==> src/hdl/gelu_pkg.sv <==
// Shared types, constants and the power-of-two table for the GELU pipeline.
package gelu_pkg;

    localparam int DATA_WIDTH = 16;
    localparam int FRAC_BITS  = 12;
    localparam int A_W        = 19;
    localparam int T_W        = 22;
    localparam int DIV_STAGES = 17;

    localparam logic [11:0] K_CUBIC = 12'd2930;
    localparam logic [15:0] K_SCALE = 16'd52290;
    localparam logic [16:0] K_LOG2E = 17'd94548;
    localparam logic [15:0] K_LN2   = 16'd45426;
    localparam logic [16:0] ONE_Q16 = 17'd65536;

    typedef struct packed {
        logic [A_W-1:0] a;
        logic           neg;
        logic           big;
        logic           last;
    } side_t;

    function automatic logic [16:0] pow2_neg(input logic [3:0] k);
        logic [16:0] r;
        begin
            case (k)
                4'd0:    r = 17'd65536;
                4'd1:    r = 17'd62757;
                4'd2:    r = 17'd60097;
                4'd3:    r = 17'd57549;
                4'd4:    r = 17'd55109;
                4'd5:    r = 17'd52773;
                4'd6:    r = 17'd50535;
                4'd7:    r = 17'd48393;
                4'd8:    r = 17'd46341;
                4'd9:    r = 17'd44376;
                4'd10:   r = 17'd42495;
                4'd11:   r = 17'd40693;
                4'd12:   r = 17'd38968;
                4'd13:   r = 17'd37316;
                4'd14:   r = 17'd35734;
                default: r = 17'd34219;
            endcase
            return r;
        end
    endfunction

endpackage

==> src/hdl/gelu_front.sv <==
// Front pipeline: magnitude, cubic term and the scaled tanh argument.
module gelu_front
(
    input  logic                     clk,
    input  logic                     rst_n,
    input  logic                     en,
    input  logic                     in_valid,
    input  logic [15:0]              sample,
    input  logic                     last,
    output logic                     out_valid,
    output gelu_pkg::side_t          out_side,
    output logic [gelu_pkg::T_W-1:0] t
);

    logic            neg;
    logic [16:0]     mag;
    gelu_pkg::side_t side0;
    logic [37:0]     sq;
    logic [40:0]     cube;
    logic [36:0]     cub_k;
    logic [37:0]     sc;

    logic            v1_reg, v2_reg, v3_reg, v4_reg;
    gelu_pkg::side_t s1_reg, s2_reg, s3_reg, s4_reg;
    logic [21:0]     a2_reg;
    logic [24:0]     a3_reg;
    logic [21:0]     s_reg;
    logic [21:0]     t_reg;

    always_comb
    begin
        neg        = sample[15];
        mag        = neg ? ({1'b0, ~sample} + 17'd1) : {1'b0, sample};
        side0.neg  = neg;
        side0.big  = mag[16] | mag[15];
        side0.a    = {mag[14:0], 4'd0};
        side0.last = last;
        sq         = 38'(side0.a) * 38'(side0.a);
        cube       = 41'(a2_reg) * 41'(s1_reg.a);
        cub_k      = 37'(a3_reg) * 37'(gelu_pkg::K_CUBIC);
        sc         = 38'(s_reg) * 38'(gelu_pkg::K_SCALE);
    end

    always_ff @(posedge clk or negedge rst_n)
    begin
        if (!rst_n)
        begin
            v1_reg <= 1'b0;
            v2_reg <= 1'b0;
            v3_reg <= 1'b0;
            v4_reg <= 1'b0;
        end
        else if (en)
        begin
            v1_reg <= in_valid;
            v2_reg <= v1_reg;
            v3_reg <= v2_reg;
            v4_reg <= v3_reg;
        end
    end

    always_ff @(posedge clk)
    begin
        if (en)
        begin
            s1_reg <= side0;
            a2_reg <= sq[37:16];
            s2_reg <= s1_reg;
            a3_reg <= cube[40:16];
            s3_reg <= s2_reg;
            s_reg  <= 22'(s2_reg.a) + 22'(cub_k[36:16]);
            s4_reg <= s3_reg;
            t_reg  <= sc[37:16];
        end
    end

    assign out_valid = v4_reg;
    assign out_side  = s4_reg;
    assign t         = t_reg;

endmodule

==> config.mk <==
export PLATFORM = sky130hd
export DESIGN_NAME = gelu_front
export DESIGN_NICKNAME = d
export VERILOG_FILES = /design/src/hdl/gelu_pkg.sv /design/src/hdl/gelu_front.sv
export SDC_FILE = /design/constraint.sdc
export NUM_CORES = 2
export LEC_CHECK = 0
export BUFFER_PORTS_ARGS = -buffer_cell sky130_fd_sc_hd__buf_2
export CORE_MARGIN = 2
export CORE_UTILIZATION = 40
export CTS_CLUSTER_DIAMETER = 40
export CTS_CLUSTER_SIZE = 28
export DETAILED_ROUTE_END_ITERATION = 8
export GPL_ROUTABILITY_DRIVEN = 0
export GPL_TIMING_DRIVEN = 0
export PLACE_DENSITY = 0.6
export SYNTH_ARGS = -nofsm -noshare
export SYNTH_HDL_FRONTEND = slang
export SYNTH_SLANG_ARGS = --single-unit
==> constraint.sdc <==
create_clock -name clk -period 7.2 [get_ports clk]
set_clock_uncertainty 0.2 [all_clocks]
set_input_delay 0.72 -clock clk [delete_from_list [all_inputs] [get_ports clk]]
set_output_delay 0.72 -clock clk [all_outputs]
set_load 0.03 [all_outputs]
---- After elaboration in Yosys (flattened, before gate mapping) ----
Index checks and enable logic that the tools add are counted.
cells by class
  add/subtract/negate cells ............... 2
  multipliers ............................. 4
  muxes and demuxes ....................... 1
  bitwise operators ....................... 2
operators by type and width
  kind                    number
  $mul 22x15->37          1
  $mul 22x15->37 const B  1
  $mul 25x11->36 const B  1
  $mul 15x15->30          1
  $add 19x21->22          1
  $add 16x1->17 const B   1
  $mux 17                 1
  $not 16->16             1
  $or 1x1->1              1
storage, ports and cells
  register bits ........................... 167
  input bits .............................. 21
  output and inout port bits .............. 45
  logic and storage cells ................. 33

---- Longest topological paths before layout ----
  word-level depth ........................ 4
  depth in mapped cells ................... 31
  gate-level depth less buffers ........... 30

---- Worst setup path before layout ----
OpenSTA, ideal clock, no wires.
  path type ............................... input port to flip-flop
  start ................................... input sample[2]
  end ..................................... register a2_reg[14] (data pin)
  setup time .............................. 0.258 ns
  arrival time ............................ 7.421 ns
  data required time ...................... 6.742 ns
  setup slack ............................. -0.679 ns
  cell stages on the path ................. 29
  cells stage by stage .................... clkbuf_2 > or4_1 > nor2_1 > nand2_1 > o41ai_1 > xor2_1 > inv_2 > nand2_1 > inv_1 > fa_1 > inv_1 > fa_1 > inv_1 > fa_1 > fa_1 > fa_1 > inv_1 > fa_1 > inv_1 > ha_1 > a21o_1 > a21oi_1 > o21ai_0 > a21o_1 > a21o_1 > and2_1 > o21a_1 > nor2_1 > xnor2_1
on the way
  cells in the longest elaborated chain, start to end .. 4
RTL lines
  what                    line              RTL
  start: declaration      gelu_front.sv:8   input logic [15:0] sample,
  $not 16->16             gelu_front.sv:33  mag = neg ? ({1'b0, ~sample} + 17'd1) : {1'b0, sample};
  $add 16x1->17           gelu_front.sv:33
  $mux 17                 gelu_front.sv:33
  net mag[10]             gelu_front.sv:16  logic [16:0] mag;
  $mul 15x15->30          gelu_front.sv:38  sq = 38'(side0.a) * 38'(side0.a);
  net sq[30]              gelu_front.sv:18  logic [37:0] sq;
  end signal: assignment  gelu_front.sv:67  a2_reg <= sq[37:16];
  end: declaration        gelu_front.sv:25  logic [21:0] a2_reg;
The timed path passes the listed nets, and every way through them passes these cells.
A chain may end at the register's enable or synchronous reset.

---- Final worst setup path ----
  start ................................... input sample[5]
  end ..................................... register a2_reg[14] (data pin)
on the way
  cells in the longest elaborated chain, start to end .. 4
RTL lines
  what              line
  $not 16->16       gelu_front.sv:33
  $add 16x1->17     gelu_front.sv:33
  $mux 17 *         gelu_front.sv:33
  $mul 15x15->30 *  gelu_front.sv:38
  net sq[30]        gelu_front.sv:18
Mark *: on every way through the listed nets, which the timed path passes. The rest lies on a longest branch.

==> flow_metrics.env <==
export IMPL_worst_path_max_delay_cell="or4_4"
export IMPL_setup_viol=0
export IMPL_outcome="complete, no violations"
export IMPL_crit_end="a2_reg[14]"
export IMPL_grt_remaining_overflow=0
export IMPL_row_count=101
export IMPL_cp_max_fo=6
export IMPL_grt_max_degree=106
export IMPL_cts_buffers=17
export IMPL_clk_latency_ns=0.49
export IMPL_max_cap_violations=0
export IMPL_rsz0062_at_grt="true"
export IMPL_relSlewSlack_pct=53.2
export IMPL_cts_tree="yes"
export IMPL_start_util_pct=40.4
export IMPL_critPathKind="primary input to flip-flop"
export IMPL_syn_inst=2957
export IMPL_dieArea_mm2=0.0789
export IMPL_wire_per_inst_um=16.6
export IMPL_max_freq_ghz=0.139
export IMPL_tightestPinTransition_ns=0.694
export IMPL_fin_crit_sh_pct=100
export IMPL_synth_avg_cell_area_um2=10.4
export IMPL_coreArea_mm2=0.0759
export IMPL_drt_iter0_drc=971
export IMPL_ys_types=71
export IMPL_n_antenna_cell=0
export IMPL_period_needed_ns=7.20
export IMPL_arrival_ns=7.25
export IMPL_areaGrowthSynthToFinish_pct=13.8
export IMPL_antenna_found_initial=0
export IMPL_fin_nets=4214
export IMPL_final_common_cell="inv_1"
export IMPL_vias=20200
export IMPL_ys_flop_type="edfxtp_1"
export IMPL_die_h_um=281
export IMPL_async_reset_ff_share_pct=2.40
export IMPL_startpoint="sample[5]"
export IMPL_hp_class="primary input to flip-flop"
export IMPL_ys_ff_latch=167
export IMPL_root_buffer="clkbuf_16"
export IMPL_drt_drc_violations_left=0
export IMPL_ys_seq_area_share_pct=16.3
export IMPL_synth_area_mm2=0.0307
export IMPL_hold_viol_final=0
export IMPL_worstSetupStartpointType="primary input"
export IMPL_grt_pass1_vias=21700
export IMPL_ios=66
export IMPL_worstReg2RegStart="a3_reg[6]"
export IMPL_cp_required_ns=7.25
export IMPL_grt_usage_pct=18.7
export IMPL_largest_reg_flops=25
export IMPL_timing_rr_end="s_reg[20]"
export IMPL_viasPerCell=4.81
export IMPL_drt_wl_total_mm=69.8
export IMPL_die_w_um=281
export IMPL_post_dp_hpwl_mm=57.8
export IMPL_drive_gt1_share_pct=13.5
export IMPL_synth_edf_count=163
export IMPL_end_kind="flip-flop"
export IMPL_slowest_delay_ns=0.56
export IMPL_worstRegToRegCells=29
export IMPL_yosys_warnings=0
export IMPL_min_path_cells=1
export IMPL_htree_levels=4
export IMPL_holdWs_ns=0.202
export IMPL_clk_pin_slew_ns=0.07
export IMPL_cts_buffer_depth=2
export IMPL_crit_top_cell="fa_1"
export IMPL_grt_pass1_wl_mm=114
export IMPL_antenna_left=0
export IMPL_r2r_setup_slack_ns=0.05
export IMPL_drtPass1Iterations=5
export IMPL_io_buffers=60
export IMPL_layout_common_cells="inv_1, fa_1, ha_1, nand2_1, edfxtp_1"
export IMPL_clock_sinks=167
export IMPL_slew_violations=0
export IMPL_n_fill_cell=7124
## cells in the mapped netlist, types with 5 or more instances
cell type,number,area [um^2]
a211oi_1,5,37.5
a21o_1,40,300
a21oi_1,66,330
and2_1,140,876
and3_1,7,43.8
clkbuf_1,63,236
edfxtp_1,163,4890
fa_1,564,11300
ha_1,473,5920
inv_1,677,2540
nand2_1,295,1110
nand2b_1,8,50.1
nand3_1,19,95.1
nand4_1,10,62.6
nor2_1,120,450
nor2b_1,14,87.6
nor3_1,19,95.1
o211ai_1,6,45.0
o21a_1,20,150
o21ai_0,44,220
o31ai_1,6,45.0
xnor2_1,73,639
xor2_1,43,377
## metrics by stage
stage | utilization, % | setup TNS [ns] | setup slack [ns] | instance area, um^2 | instances
after CTS | 44.8 | 0 | 0.000317 | 34000 | 4149
after detailed placement | 42.7 | -29.38 | -1.60 | 32400 | 4051
after global routing | 45.9 | -1.31 | -0.221 | 34900 | 4199
after floorplan | - | -0.899 | -0.221 | 30800 | 2960
final | 45.9 | 0 | 0.000714 | 34900 | 4199
after global placement | 42.7 | -27.75 | -1.53 | 32400 | 4050
## worst min path at each step
stage / start / end / slack (ns)
floorplan: s3_reg[0] / out_side[0] / 0.20
global placement: s3_reg[17] / out_side[17] / 0.20
detailed placement: s3_reg[12] / out_side[12] / 0.20
CTS: last / s1_reg[0] / 0.17
global route: last / s1_reg[0] / 0.19
finish: last / s1_reg[0] / 0.20
## final cells by class
cell class              count  area [um^2]  area share (%)
flip-flops and latches    167         4990            14.3
well taps                1030         1290            3.69
multi-input cells        2042        23700            68.0
clock buffers              17          425            1.22
clock inverters            15          158           0.452
repair buffers            178         1300            3.73
inverters                 681         2590            7.41
plain buffers              69          417            1.19
## cells by family after synthesis
family	synth area share, %
other	0.0122
adder cells (fa/ha/maj)	56.1
AO/OA/AOI/OAI	5.11
buffers and inverters	9.26
XOR/XNOR	3.31
multiplexers	0.147
flip-flops	16.3
AND/OR/NAND/NOR	9.74
## critical path, delay by kind of cell
family / cells / cell delay [ns]
XOR/XNOR: 2 / 0.32
adder cells (fa/ha/maj): 7 / 3.23
buffers and inverters: 6 / 0.52
AND/OR/NAND/NOR: 7 / 1.38
AO/OA/AOI/OAI: 6 / 1.06
## timing repair
item | CTS | global route
gates cloned | 0 | 0
pin swaps | 32 | 90
hold endpoints to repair | 4 | 0
resized for setup | 148 | 115
setup endpoints to repair | 37 | 22
hold buffers | 1 | 0
setup buffers | 66 | 50
## metal layers
metal,wire [um],GRT usage [%],vias to the layer above
met3,3160,3.23,90
met1,30900,24.3,10100
met2,33600,31.6,387
li1,-,-,9617
met5,0,0,-
met4,2040,6.36,0
Power is not shown: default switching activity piles up to over one toggle a cycle in this logic, so the estimate is an artifact.
