--- config.mk ---
export PLATFORM = sky130hd
export DESIGN_NAME = gelu_exp
export DESIGN_NICKNAME = d
export VERILOG_FILES = /design/src/hdl/gelu_pkg.sv /design/src/hdl/gelu_exp.sv
export SDC_FILE = /design/constraint.sdc
export NUM_CORES = 2
export LEC_CHECK = 0
export BUFFER_PORTS_ARGS = -buffer_cell sky130_fd_sc_hd__buf_2
export CAP_MARGIN = 15
export CORE_MARGIN = 2
export CORE_UTILIZATION = 28
export DETAILED_ROUTE_END_ITERATION = 12
export GPL_ROUTABILITY_DRIVEN = 1
export PLACE_DENSITY = 0.5
export SETUP_SLACK_MARGIN = 0.1
export SYNTH_ARGS = -nofsm -noshare
export SYNTH_HDL_FRONTEND = slang
export SYNTH_SLANG_ARGS = --single-unit
--- constraint.sdc ---
create_clock -name clk -period 10.4 [get_ports clk]
set_input_delay 1.04 -clock clk [delete_from_list [all_inputs] [get_ports clk]]
set_output_delay 1.04 -clock clk [all_outputs]
set_load 0.02 [all_outputs]
--- src/hdl/gelu_pkg.sv ---
// Shared types, constants and the power-of-two table for the GELU pipeline.
package gelu_pkg;

    localparam int DATA_WIDTH = 16;
    localparam int FRAC_BITS  = 12;
    localparam int A_W        = 19;
    localparam int T_W        = 22;
    localparam int DIV_STAGES = 17;

    localparam logic [11:0] K_CUBIC = 12'd2930;
    localparam logic [15:0] K_SCALE = 16'd52290;
    localparam logic [16:0] K_LOG2E = 17'd94548;
    localparam logic [15:0] K_LN2   = 16'd45426;
    localparam logic [16:0] ONE_Q16 = 17'd65536;

    typedef struct packed {
        logic [A_W-1:0] a;
        logic           neg;
        logic           big;
        logic           last;
    } side_t;

    function automatic logic [16:0] pow2_neg(input logic [3:0] k);
        logic [16:0] r;
        begin
            case (k)
                4'd0:    r = 17'd65536;
                4'd1:    r = 17'd62757;
                4'd2:    r = 17'd60097;
                4'd3:    r = 17'd57549;
                4'd4:    r = 17'd55109;
                4'd5:    r = 17'd52773;
                4'd6:    r = 17'd50535;
                4'd7:    r = 17'd48393;
                4'd8:    r = 17'd46341;
                4'd9:    r = 17'd44376;
                4'd10:   r = 17'd42495;
                4'd11:   r = 17'd40693;
                4'd12:   r = 17'd38968;
                4'd13:   r = 17'd37316;
                4'd14:   r = 17'd35734;
                default: r = 17'd34219;
            endcase
            return r;
        end
    endfunction

endpackage

--- src/hdl/gelu_exp.sv ---
// Exponential pipeline: e^(-2t) from a table and a short series, set up for the divide.
module gelu_exp
(
    input  logic                     clk,
    input  logic                     rst_n,
    input  logic                     en,
    input  logic                     in_valid,
    input  gelu_pkg::side_t          in_side,
    input  logic [gelu_pkg::T_W-1:0] t,
    output logic                     out_valid,
    output gelu_pkg::side_t          out_side,
    output logic [32:0]              num,
    output logic [17:0]              den
);

    logic            sat;
    logic [36:0]     vp;
    logic [27:0]     yp;
    logic [23:0]     y2p;
    logic [19:0]     y3p;
    logic [3:0]      y3;
    logic [1:0]      d6;
    logic [32:0]     ep;
    logic [16:0]     e;

    logic            v1_reg, v2_reg, v3_reg, v4_reg, v5_reg, v6_reg;
    gelu_pkg::side_t s1_reg, s2_reg, s3_reg, s4_reg, s5_reg, s6_reg;
    logic            sat1_reg, sat2_reg, sat3_reg, sat4_reg, sat5_reg;
    logic [20:0]     v_reg;
    logic [11:0]     y2_y_reg, y3_y_reg;
    logic [7:0]      y2_reg;
    logic [3:0]      hi2_reg, hi3_reg, hi4_reg;
    logic [4:0]      n2_reg, n3_reg, n4_reg, n5_reg;
    logic [16:0]     p_reg;
    logic [16:0]     e0_reg;
    logic [32:0]     num_reg;
    logic [17:0]     den_reg;

    always_comb
    begin
        sat = |t[21:19];
        vp  = 37'({t[18:0], 1'b0}) * 37'(gelu_pkg::K_LOG2E);
        yp  = 28'(v_reg[11:0]) * 28'(gelu_pkg::K_LN2);
        y2p = 24'(y2_y_reg) * 24'(y2_y_reg);
        y3p = 20'(y2_reg) * 20'(y3_y_reg);
        y3  = y3p[19:16];
        d6  = (y3 >= 4'd12) ? 2'd2 : ((y3 >= 4'd6) ? 2'd1 : 2'd0);
        ep  = 33'(gelu_pkg::pow2_neg(hi4_reg)) * 33'(p_reg);
        e   = sat5_reg ? 17'd0 : (e0_reg >> n5_reg);
    end

    always_ff @(posedge clk or negedge rst_n)
    begin
        if (!rst_n)
        begin
            v1_reg <= 1'b0;
            v2_reg <= 1'b0;
            v3_reg <= 1'b0;
            v4_reg <= 1'b0;
            v5_reg <= 1'b0;
            v6_reg <= 1'b0;
        end
        else if (en)
        begin
            v1_reg <= in_valid;
            v2_reg <= v1_reg;
            v3_reg <= v2_reg;
            v4_reg <= v3_reg;
            v5_reg <= v4_reg;
            v6_reg <= v5_reg;
        end
    end

    always_ff @(posedge clk)
    begin
        if (en)
        begin
            s1_reg   <= in_side;
            sat1_reg <= sat;
            v_reg    <= vp[36:16];

            s2_reg   <= s1_reg;
            sat2_reg <= sat1_reg;
            y2_y_reg <= yp[27:16];
            hi2_reg  <= v_reg[15:12];
            n2_reg   <= v_reg[20:16];

            s3_reg   <= s2_reg;
            sat3_reg <= sat2_reg;
            y2_reg   <= y2p[23:16];
            y3_y_reg <= y2_y_reg;
            hi3_reg  <= hi2_reg;
            n3_reg   <= n2_reg;

            s4_reg   <= s3_reg;
            sat4_reg <= sat3_reg;
            p_reg    <= gelu_pkg::ONE_Q16 - 17'(y3_y_reg) + 17'(y2_reg[7:1]) - 17'(d6);
            hi4_reg  <= hi3_reg;
            n4_reg   <= n3_reg;

            s5_reg   <= s4_reg;
            sat5_reg <= sat4_reg;
            e0_reg   <= ep[32:16];
            n5_reg   <= n4_reg;

            s6_reg   <= s5_reg;
            num_reg  <= {gelu_pkg::ONE_Q16 - e, 16'd0};
            den_reg  <= 18'(gelu_pkg::ONE_Q16) + 18'(e);
        end
    end

    assign out_valid = v6_reg;
    assign out_side  = s6_reg;
    assign num       = num_reg;
    assign den       = den_reg;

endmodule

* Word-level counts from Yosys, hierarchy flattened
Memory sizes are Yosys's and may differ from the RTL's. A register that Yosys moved wholly into a read port is not among the register bits. Index checks and enable logic that the tools add are counted.
Storage, ports and cells: bits of input ports 48, output and inout bits 74, logic and storage cells 69, register bits 297, bits in read-only memories 272, memories 1
Cells by class: shift operators 1, muxes and demuxes 4, multipliers 5, add/subtract/negate cells 5, reduce and logical (&&, ||, !) cells 1, order comparisons 2
Memory list:
- (name not given) | words 16, width 17, rd ports 1, clocked after Yosys merged registers in 1, write ports 0, RTL line gelu_pkg.sv:26 | case (k)
Operators by type and width (count):
- $mul A19 B15 Y34 const B | 1
- $mul A17 B17 Y33 | 1
- $mul A12 B15 Y27 const B | 1
- $mul A12 B12 Y24 | 1
- $mul A8 B12 Y20 | 1
- $add A17 B17 Y18 const A | 1
- $add A17 B7 Y17 | 1
- $mux W17 | 1
- $shr A17 B5 Y17 | 1
- $sub A17 B12 Y17 const A | 1
- $sub A17 B17 Y17 const A | 1
- $sub A17 B2 Y17 | 1
- $ge A4 B3 Y1 const B | 1
- $ge A4 B4 Y1 const B | 1
- $mux W4 | 1
- $reduce_or A3 Y1 | 1
- $mux W2 | 1
- $mux W1 | 1

* Longest topological paths before layout
depth in word-level cells 5, gate-level depth with buffers 32, depth with buffers taken out 32

* Worst setup path before layout
OpenSTA, ideal clock, no wires.
path type flip-flop to flip-flop, from register y2_reg[2], to register p_reg[12] (data pin), data arrival time 6583 ps, cell stages (with the launch flop) 29, period minus slack after synthesis 6847 ps, setup slack 3553 ps, cells stage by stage edfxtp_1 clkbuf_1 and2_1 fa_1 fa_1 fa_1 inv_1 fa_1 inv_1 ha_1 a21o_1 a2111oi_0 o21ai_0 a21oi_1 o32ai_1 a311o_1 fa_1 inv_1 ha_1 nor2_1 fa_1 nor2b_1 o21ai_0 a21boi_0 o21a_1 o211a_1 nor3_1 nor2_1 xnor2_1
On the way: word-level cells in the longest chain between the ends 5
RTL lines:
- start: declaration | RTL line gelu_exp.sv:31 | logic [7:0] y2_reg;
- start signal: assignment | RTL line gelu_exp.sv:90 | y2_reg <= y2p[23:16];
- $mul A8 B12 Y20 | RTL line gelu_exp.sv:45 | y3p = 20'(y2_reg) * 20'(y3_y_reg);
- $ge A4 B3 Y1 | RTL line gelu_exp.sv:47 | d6 = (y3 >= 4'd12) ? 2'd2 : ((y3 >= 4'd6) ? 2'd1 : 2'd0);
- $mux W1 | RTL line gelu_exp.sv:47
- $mux W2 | RTL line gelu_exp.sv:47
- $sub A17 B2 Y17 (*) | RTL line gelu_exp.sv:97 | p_reg <= gelu_pkg::ONE_Q16 - 17'(y3_y_reg) + 17'(y2_reg[7:1]) - 17'(d6);
- end signal: assignment | RTL line gelu_exp.sv:97
- end: declaration | RTL line gelu_exp.sv:34 | logic [16:0] p_reg;
Mark *: on every way between the ends. The rest lies on a longest branch, timed or not. A chain may end at the register's enable or synchronous reset.

* Worst setup path in the final report
Same ends and word-level chain as after synthesis.

==> results.md <==
- Outcome: finished clean
- Ys async rst share: 1.92%
- IO Count: 122
- Clk pin slew, worst setup/hold paths: 60 ps
- Post-route DRC: 0
- Placed Area: 36600 um2
- Mux cell area share after synthesis: 2.04%
- GPL Wtd Cong: 0.818
- Actual slew at the worst max-slew pin: 1070 ps
- Crit-path max FO: 15
- Num Clock Sinks: 313
- Critical path type: register to register
- Hold WC Path Type: input pin to async pin
- Antenna violations before repair: 4
- Adder-Cell Fraction of Synth Area: 45.5%
- Port bufs: 105
- Crit. End Element: register
- Commonest cells after routing, fill and taps aside: 641 x inv_1, 493 x fa_1, 457 x ha_1
- First-pass GRT wire length: 119000 um
- Design Area, Final: 37800 um2
- Critical Path RT: 10700 ps
- Row Count: 128
- GRT overflow: 0
- Final setup TNS: 0 ps
- Seq cells post-synth: 313
- Startpoint Class: register
- Clock Skew: 32.2 ps
- Post-synthesis cell count: 3100
- Max-slew headroom: 28.8%
- # hold bufs at CTS: 0
- # nets final: 4174
- Vias in the first global route: 22800
- Chip Height: 354 um
- Period utilization: 71.7%
- GRT Overall Usage: 11.7%
- RSZ-0062 raised after global routing: false
- Commonest non-fill, non-tap cell in the layout: inv_1
- Simple-gate share of the synthesized area: 9.95%
- Layout Utilization: 31.0%
- Filler Cells Inserted: 12600
- Worst-Skew Late Latency: 570 ps
- Post-synthesis xor/xnor area fraction: 2.53%
- Post-Syn Area: 34300 um2
- EDFF count, synth: 290
- Die area: 125000 um2
- DRT iter0 DRCs: 978
- Die W: 354 um
- Multi-input logic area: 22300 um2
- DRT Pass-1 Iters: 5
- Final hold violations: 0
- Share of cells above drive strength 1: 6.59%
- Distinct cell type count after synthesis: 79
- Post-DR vias/cell: 4.34
- Detail Placement HPWL: 55800 um
- FF+latch area: 9200 um2
- Post-CTS Resized: 0
- Syn. warnings: 0
- Core box area: 122000 um2
- Largest net degree at the start of global routing: 196
- CTS buffer count: 37
- Routed Antenna Nets: 0
- H-tree lvl count: 2
- Routed length per placed instance: 14.7 um
- Complex-gate fraction of the synthesized area: 4.81%
- Hold slack: 296 ps
- Total number of vias: 20900
- Syn_area_per_cell: 11.1 um2
- Fmax: 134 MHz
- Main combinational cell family by area after synthesis: adder cells
- Min Tclk post-route: 7460 ps
- Initial Util: 28.2%
- Root buffer cell: clkbuf_16
- # diodes: 0
- Layout area overhead: 10.2%
- CTS tree: done
- Max Cap Violations: 0
- Slew Viols, Final: 0
- Seq/Total Area, Yosys: 26.8%
- Final setup fails: 0
- Wirelength, routed: 70800 um
- Clock Tree Buf Depth: 3
- Main synth FF type: edfxtp_1
- Setup Buffers After CTS: 0
- CP arrival: 7750 ps
## stage by stage
stage	cells	worst slack, ps
CTS	4826	2880
detailed placement	4761	2900
finish	4827	2940
floorplan	3115	3550
global route	4827	2320
global placement	4761	2900
## cells by family after synthesis
group / Yosys count
other cells: 1
compound gates: 250
fa+ha+maj: 951
xor+xnor: 99
mux: 50
simple gates: 699
flops: 313
buf+inv: 737
## metal layers
layer  share of wire [%]  wire length, um  up-vias  global-route usage, %
li1                    -                -    10100                      -
met4                 2.3             1620        8                   3.14
met3                 3.5             2460       89                   1.54
met5               0.065               46        -                      0
met1                  46            32700    10500                   15.5
met2                  48            33900      277                   20.0
## critical path, cell delays in order (launching register included)
cell and delay, ps:
edfxtp_1 630, and2_1 270, fa_1 510, fa_1 510, fa_1 500, inv_1 50
fa_1 470, inv_1 40, ha_1 280, a21o_1 150, a2111oi_0 390, o21ai_0 120
a21oi_1 270, o32ai_1 140, a311o_1 360, fa_1 510, inv_1 50, ha_1 190
nor2_1 160, fa_1 230, nor2b_1 50, o21ai_0 200, a21boi_0 160, o21a_1 230
o211a_1 250, nor3_1 250, nor2_1 90, xnor2_1 130
## worst paths after layout
kind	from	end	depth (start not counted)	slack (ps)
max	y2_reg[2]	p_reg[12]	27	2940
min	rst_n	v1_reg	1	300
max reg2reg	y2_reg[2]	p_reg[12]	27	2940
min reg2reg	s2_reg[7]	s3_reg[7]	0	410
max in group asynchronous	rst_n	v5_reg	1	9960
min in group clk	s2_reg[7]	s3_reg[7]	0	410
## layout make-up
type / instances / share of cell area (%)
Tap cell: 1625 / 5.38
Clock inverter: 22 / 0.672
Timing Repair Buffer: 117 / 1.68
Clock buffer: 43 / 2.57
Inverter: 642 / 6.38
Multi-Input combinational cell: 2065 / 59.0
Sequential cell: 313 / 24.3
## synthesized netlist by cell type (all sizes together), types with 11 or more instances
cell type	instances	share of area, %
buf	26	0.58
nor2	103	1.1
mux4	15	0.99
edfxtp	290	25
a21o	33	0.72
inv	642	7.0
nand3	19	0.29
o21a	12	0.26
xor2	26	0.66
fa	493	29
o211ai	11	0.24
nand2	291	3.2
ha	457	17
nor3	22	0.35
and2	185	3.4
a21oi	68	0.99
o21ai	45	0.66
xnor2	73	1.9
mux2i	26	0.76
nor2b	11	0.20
clkbuf	69	0.76
dfxtp	17	0.99
Power is left out: the tool's default activity adds up to more than one toggle a clock period on the data nets, which glitch-free logic cannot reach.
