[src/hdl/gelu_pkg.sv]
// Shared types, constants and the power-of-two table for the GELU pipeline.
package gelu_pkg;

    localparam int DATA_WIDTH = 16;
    localparam int FRAC_BITS  = 12;
    localparam int A_W        = 19;
    localparam int T_W        = 22;
    localparam int DIV_STAGES = 17;

    localparam logic [11:0] K_CUBIC = 12'd2930;
    localparam logic [15:0] K_SCALE = 16'd52290;
    localparam logic [16:0] K_LOG2E = 17'd94548;
    localparam logic [15:0] K_LN2   = 16'd45426;
    localparam logic [16:0] ONE_Q16 = 17'd65536;

    typedef struct packed {
        logic [A_W-1:0] a;
        logic           neg;
        logic           big;
        logic           last;
    } side_t;

    function automatic logic [16:0] pow2_neg(input logic [3:0] k);
        logic [16:0] r;
        begin
            case (k)
                4'd0:    r = 17'd65536;
                4'd1:    r = 17'd62757;
                4'd2:    r = 17'd60097;
                4'd3:    r = 17'd57549;
                4'd4:    r = 17'd55109;
                4'd5:    r = 17'd52773;
                4'd6:    r = 17'd50535;
                4'd7:    r = 17'd48393;
                4'd8:    r = 17'd46341;
                4'd9:    r = 17'd44376;
                4'd10:   r = 17'd42495;
                4'd11:   r = 17'd40693;
                4'd12:   r = 17'd38968;
                4'd13:   r = 17'd37316;
                4'd14:   r = 17'd35734;
                default: r = 17'd34219;
            endcase
            return r;
        end
    endfunction

endpackage

[src/hdl/gelu_div.sv]
// Pipelined restoring divider, one quotient bit per stage, giving tanh in Q16.
module gelu_div
(
    input  logic            clk,
    input  logic            rst_n,
    input  logic            en,
    input  logic            in_valid,
    input  gelu_pkg::side_t in_side,
    input  logic [32:0]     num,
    input  logic [17:0]     den,
    output logic            out_valid,
    output gelu_pkg::side_t out_side,
    output logic [16:0]     quot
);

    localparam int N = gelu_pkg::DIV_STAGES;

    logic            v_reg    [N];
    gelu_pkg::side_t side_reg [N];
    logic [32:0]     rem_reg  [N];
    logic [17:0]     den_reg  [N];
    logic [16:0]     q_reg    [N];

    genvar k;
    generate
        for (k = 0; k < N; k++)
        begin : g_stage
            localparam int B = N - 1 - k;
            logic            v_in;
            gelu_pkg::side_t side_in;
            logic [32:0]     rem_in;
            logic [17:0]     den_in;
            logic [16:0]     q_in;
            logic [34:0]     dd;
            logic            ge;
            logic [32:0]     rem_next;
            logic [16:0]     q_next;

            if (k == 0)
            begin : g_first
                assign v_in    = in_valid;
                assign side_in = in_side;
                assign rem_in  = num;
                assign den_in  = den;
                assign q_in    = 17'd0;
            end
            else
            begin : g_rest
                assign v_in    = v_reg[k-1];
                assign side_in = side_reg[k-1];
                assign rem_in  = rem_reg[k-1];
                assign den_in  = den_reg[k-1];
                assign q_in    = q_reg[k-1];
            end

            always_comb
            begin
                dd       = 35'(den_in) << B;
                ge       = {2'b00, rem_in} >= dd;
                rem_next = ge ? (rem_in - dd[32:0]) : rem_in;
                q_next   = q_in;
                q_next[B] = ge;
            end

            always_ff @(posedge clk or negedge rst_n)
            begin
                if (!rst_n)
                begin
                    v_reg[k] <= 1'b0;
                end
                else if (en)
                begin
                    v_reg[k] <= v_in;
                end
            end

            always_ff @(posedge clk)
            begin
                if (en)
                begin
                    side_reg[k] <= side_in;
                    rem_reg[k]  <= rem_next;
                    den_reg[k]  <= den_in;
                    q_reg[k]    <= q_next;
                end
            end
        end
    endgenerate

    assign out_valid = v_reg[N-1];
    assign out_side  = side_reg[N-1];
    assign quot      = q_reg[N-1];

endmodule

[config.mk]
export PLATFORM = sky130hd
export DESIGN_NAME = gelu_div
export DESIGN_NICKNAME = d
export VERILOG_FILES = /design/src/hdl/gelu_pkg.sv /design/src/hdl/gelu_div.sv
export SDC_FILE = /design/constraint.sdc
export NUM_CORES = 2
export LEC_CHECK = 0
export ABC_AREA = 1
export ABC_CLOCK_PERIOD_IN_PS = 6470
export BUFFER_PORTS_ARGS = -buffer_cell sky130_fd_sc_hd__buf_2
export CORE_AREA = 2 2 346 348
export DETAILED_ROUTE_END_ITERATION = 8
export DIE_AREA = 0 0 348 350
export MAX_ROUTING_LAYER = met4
export PLACE_DENSITY = 0.76
export SETUP_SLACK_MARGIN = 0.4
export SLEW_MARGIN = 20
export SYNTH_ARGS = -nofsm -noshare
export SYNTH_HDL_FRONTEND = slang
export SYNTH_SLANG_ARGS = --single-unit
[constraint.sdc]
create_clock -name clk -period 6.47 [get_ports clk]
set_input_delay 0.9705 -clock clk [delete_from_list [all_inputs] [get_ports clk]]
set_output_delay 0.9705 -clock clk [all_outputs]
set_load 0.02 [all_outputs]
# Word level (Yosys, flattened, before mapping)
# Memories as Yosys holds them, arrays and structs flattened.
# Cells that the tools add are included.
[word_totals] register_bits=17 mem_bits_rw=1530 wordCells=74 memories=4
[mem_list] memory="rem_reg" words=17 width=33 rd=16 rd_clocked_by_memory_dff=0 wr=17 line="gelu_div.sv:20" text="logic [32:0] rem_reg [N];"
[mem_list] memory="side_reg" words=17 width=22 rd=17 rd_clocked_by_memory_dff=0 wr=17 line="gelu_div.sv:19" text="gelu_pkg::side_t side_reg [N];"
[mem_list] memory="den_reg" words=17 width=18 rd=16 rd_clocked_by_memory_dff=0 wr=17 line="gelu_div.sv:21" text="logic [17:0] den_reg [N];"
[mem_list] memory="q_reg" words=17 width=17 rd=17 rd_clocked_by_memory_dff=0 wr=17 line="gelu_div.sv:22" text="logic [16:0] q_reg [N];"
[op_classes] add_sub_neg=17 n_lt_le_gt_ge=17 n_mux=19
[ops] op="two-way mux 33 bit" count=17
[ops] op="subtractor 33 bit" count=2
[ops] op=">= comparator 33 x 34 -> 1 bit" count=1
[ops] op=">= comparator 33 x 18 -> 1 bit" count=1
[ops] op=">= comparator 33 x 19 -> 1 bit" count=1
[ops] op=">= comparator 33 x 20 -> 1 bit" count=1
[ops] op=">= comparator 33 x 21 -> 1 bit" count=1
[ops] op=">= comparator 33 x 22 -> 1 bit" count=1
[ops] op=">= comparator 33 x 23 -> 1 bit" count=1
[ops] op=">= comparator 33 x 24 -> 1 bit" count=1
[ops] op=">= comparator 33 x 25 -> 1 bit" count=1
[ops] op=">= comparator 33 x 26 -> 1 bit" count=1
[ops] op=">= comparator 33 x 27 -> 1 bit" count=1
[ops] op=">= comparator 33 x 28 -> 1 bit" count=1
[ops] op=">= comparator 33 x 29 -> 1 bit" count=1
[ops] op=">= comparator 33 x 30 -> 1 bit" count=1
[ops] op=">= comparator 33 x 31 -> 1 bit" count=1
[ops] op=">= comparator 33 x 32 -> 1 bit" count=1
[ops] op=">= comparator 33 bit" count=1
[ops] op="subtractor 33 x 18 -> 33 bit" count=1
[ops] op="subtractor 33 x 19 -> 33 bit" count=1
[ops] op="subtractor 33 x 20 -> 33 bit" count=1
[ops] op="subtractor 33 x 21 -> 33 bit" count=1
[ops] op="subtractor 33 x 22 -> 33 bit" count=1
[ops] op="11 further kinds" count=12

# Logic depth before layout (Yosys ltp)
# An unclocked memory read counts as a cell.
[depth] depth_word=3 ltp_mapped=17

# Worst setup path before layout
# Ideal clock, no wire load.
[synth_timing] path_kind="input port to flip-flop" from="input num[16]" to="memory rem_reg[0][19], data pin" t_arrival_ps=2686 slack_ps=3531 cell_stages=14 n_path_buf=1 cell_sequence="inv_1 -> ha_1 -> inv_1 -> fa_1 -> nand3_1 -> nand3_1 -> a21o_1 -> nand2_1 -> nand2_1 -> nand2_1 -> nand2_4 -> buf_4 -> nand2_1 -> nand2_1"
[synth_rtl] element="start: declaration" line="gelu_div.sv:9" text="input logic [32:0] num,"
[synth_rtl] element="end: declaration" line="gelu_div.sv:20"

==> results.rst <==
.. list-table::
   :header-rows: 1

   * - Metric
     - Value
   * - Antenna Nets Post-Route
     - 0
   * - Post-route core utilization
     - 0.659
   * - Layout Skew
     - 0.0337 ns
   * - Critical-path cell with the highest stage delay
     - sky130_fd_sc_hd__nand2_1
   * - Clock latency at the later pin of the worst-skew pair
     - 0.80 ns
   * - Wire length of the first global-routing pass
     - 303 mm
   * - Post-CTS sizing
     - 0
   * - Placeable core region
     - 118000 µm²
   * - Final hold vios
     - 0
   * - Drt wl/cell
     - 21.1 µm
   * - Top flip-flop cell by instance count after synthesis
     - sky130_fd_sc_hd__edfxtp_1
   * - Length of the first detailed-routing pass in iterations
     - 6
   * - Io pins
     - 117
   * - Upper clock frequency limit
     - 0.274 GHz
   * - Combinational cell fraction of total power
     - 0.344
   * - Vias after detailed routing
     - 51.9k
   * - Slowest stage delay, CP
     - 0.64 ns
   * - Critical path data arrival time
     - 4.24 ns
   * - Setup total negative slack
     - 0 ns
   * - Post-Synthesis Net Count
     - 8033
   * - HPWL after detailed placement
     - 154 mm
   * - Critical Path Fanout Max
     - 22
   * - Total number of placement rows
     - 126
   * - Sink count of the clock tree
     - 1360
   * - Async set or reset register ratio after synthesis
     - 0.0125
   * - Hold Worst Slack
     - 0.0996 ns
   * - Type of the worst setup path
     - reg -> reg
   * - Starting utilization of the core area
     - 0.598
   * - Unrepaired setup endpoints after global routing
     - false
   * - Most common cell after layout, fill and taps aside
     - sky130_fd_sc_hd__nand2_1
   * - Total congestion overflow
     - 0
   * - Most frequent cells in the layout
     - sky130_fd_sc_hd__nand2_1 (2614), sky130_fd_sc_hd__edfxtp_1 (1343), sky130_fd_sc_hd__inv_1 (1267)
   * - Chip width
     - 348 µm
   * - Warnings from Yosys
     - 0
   * - Maximum number of pins on one net before global-route repair
     - 182
   * - H-tree depth
     - 4
   * - Reg power frac
     - 0.395
   * - Worst-path clk slew
     - 0.07 ns
   * - Reg2Reg Launch Point
     - den_reg[0][72]
   * - Die ar.
     - 122000 µm²
   * - Number of vias per cell
     - 5.45
   * - Final setup violation count
     - 0
   * - Cell area after layout
     - 77600 µm²
   * - Leakage power figure
     - 35.0 nW
   * - Number of enable-type register cells in the synthesized netlist
     - 1343
   * - Reg-to-reg critical path endpoint
     - rem_reg[0][196]
   * - Reg2Reg Setup Slack
     - 2.82 ns
   * - Clock power frac
     - 0.261
   * - Internal power contribution
     - 20.0 mW
   * - Type of the most critical hold path
     - in -> async
   * - CTS tree
     - yes
   * - Worst endpoint required time
     - 7.06 ns
   * - Number of remaining DRC errors
     - 0
   * - Crit share post-route
     - 0.564
   * - Post-Synthesis Mean Instance Area
     - 9.22 µm²
   * - Count of buffers inserted at the top-level ports
     - 116
   * - Number of buffers created by CTS
     - 141
   * - Number of standard cells after synthesis
     - 7635
   * - Number of hold buffers added after cts
     - 0
   * - Number of nets in the layout
     - 8256
   * - Worst-case clock buffer depth
     - 3
   * - Startpoint Class
     - register
   * - Count of unique library cells instantiated by Yosys
     - 42
   * - Die outline height
     - 350 µm
   * - Final WL
     - 201 mm
   * - Number of max-cap violations
     - 0
   * - Ordered cell list for the critical path
     - ha_1 > fa_1 > inv_1 > nand3_1 > nand2_1 > nand2_1 > nand2_1 > nand2_1 > nand2_1 > nand2_1 > nand2_1 > inv_1 > a21oi_1
   * - Switching component of the power
     - 12.4 mW
   * - Area growth, synth to finish
     - 10.3%
   * - Power per cell area
     - 417 nW/µm²
   * - Buffer type at the clock tree root
     - sky130_fd_sc_hd__clkbuf_16
   * - Post-synthesis register bit count
     - 1360
   * - DRT iter0 DRCs
     - 4046
   * - Vias in the first global route
     - 52.5k
   * - Outcome
     - finished clean
   * - Final-report max-slew violation count
     - 0
   * - Post-DP Area
     - 72800 µm²
   * - Max reg flops
     - 528
   * - Critical path's most frequent cell
     - sky130_fd_sc_hd__nand2_1
   * - Post-layout minimum cycle time
     - 3.65 ns
   * - Switching share of total power
     - 0.382
   * - Worst vdd rail ir drop
     - 0.357 mV
   * - Post-synth design cell area
     - 70400 µm²
   * - Slew @ Worst Pin
     - 1.17 ns
   * - Sequential share of the synthesized area
     - 0.579
   * - Weighted congestion reported at the end of routability-driven placement
     - 1.05
   * - Combined global-route utilization of all metal layers
     - 0.344
   * - Total setup buffers inserted after CTS
     - 0
   * - Share of layout cells above drive strength 1
     - 0.0573
   * - Antenna violations before repair
     - 9
   * - Critical Path End Type
     - register
   * - Worst slew margin
     - 0.221
   * - Worst-case reg-to-reg path depth
     - 13
-- power groups by stage --
stage | clock network (mW) | registers [mW] | logic, mW
2_1_floorplan | 0 | 12.3 | 7.70
3_5_place_dp | 0 | 12.9 | 10.8
4_1_cts | 8.55 | 12.8 | 10.9
6_report | 8.44 | 12.8 | 11.1
5_1_grt | 8.88 | 12.8 | 12.4
3_3_place_gp | 0 | 12.9 | 10.7
-- cell type report --
type / instances / area, µm²
diodes: 10 / 25.0
clock buffers: 161 / 3670
clock inverters: 98 / 1160
fillers: 9322 / 40100
inverters: 1278 / 4800
multi-input cells: 4932 / 24400
flip-flops and latches: 1360 / 40800
well taps: 1536 / 1920
repair buffers: 145 / 876
-- cell families (layout without fill, tap and decap cells) --
kind of cell / count (synthesis) / in the layout / synth area share
other cells: 0 / 10 / 0
xor+xnor: 181 / 181 / 0.0225
flops: 1360 / 1360 / 0.579
mux: 3 / 3 / 0.000480
simple gates: 3970 / 3970 / 0.230
fa+ha+maj: 321 / 321 / 0.0588
buf+inv: 1343 / 1682 / 0.0738
compound gates: 457 / 457 / 0.0355
-- layer usage --
metal / track usage / up-vias / part of all wire
li1: - / 25237 / -
met1: 0.344 / 24244 / 0.35
met2: 0.602 / 1760 / 0.51
met3: 0.0574 / 676 / 0.052
met4: 0.264 / 0 / 0.092
met5: - / - / 0
-- cells in the mapped netlist, drive strengths merged (18+ instances only) --
cell / number / area, µm²
a21oi: 310 / 1690
buf: 62 / 385
edfxtp: 1343 / 40300
ha: 305 / 3820
inv: 1278 / 4800
nand2: 2629 / 9920
nand3: 455 / 2280
nand3b: 51 / 383
nand4: 84 / 526
nor2: 624 / 2380
nor3: 85 / 430
o21ai: 120 / 601
o21bai: 18 / 135
or2: 19 / 119
xnor2: 47 / 412
xor2: 134 / 1170
-- stage by stage --
stage | total power, mW | setup WS, ns | std cells
after floorplan | 20.0 | 3.53 | 7635
after global placement | 23.6 | 2.72 | 9251
after detailed placement | 23.8 | 2.67 | 9251
after CTS | 32.2 | 2.89 | 9510
after global routing | 34.1 | 2.66 | 9519
final | 32.3 | 2.82 | 9520
-- critical path, delay by kind of cell, from the launching register on --
family / cells / cell delay [ns]
buf+inv: 2 / 0.70
compound gates: 1 / 0.40
flops: 1 / 0.39
simple gates: 8 / 1.28
fa+ha+maj: 2 / 0.67
-- worst max path at each step --
stage	from	end	slack, ns	depth (start not counted)
finish	den_reg[0][72]	rem_reg[0][196]	2.82	13
global route	rem_reg[0][143]	rem_reg[0][196]	2.66	14
CTS	den_reg[0][72]	rem_reg[0][196]	2.89	13
detailed placement	num[16]	rem_reg[0][26]	2.67	14
global placement	num[16]	rem_reg[0][25]	2.72	14
floorplan	num[16]	rem_reg[0][19]	3.53	14
Power figures use the tool's default switching activity.
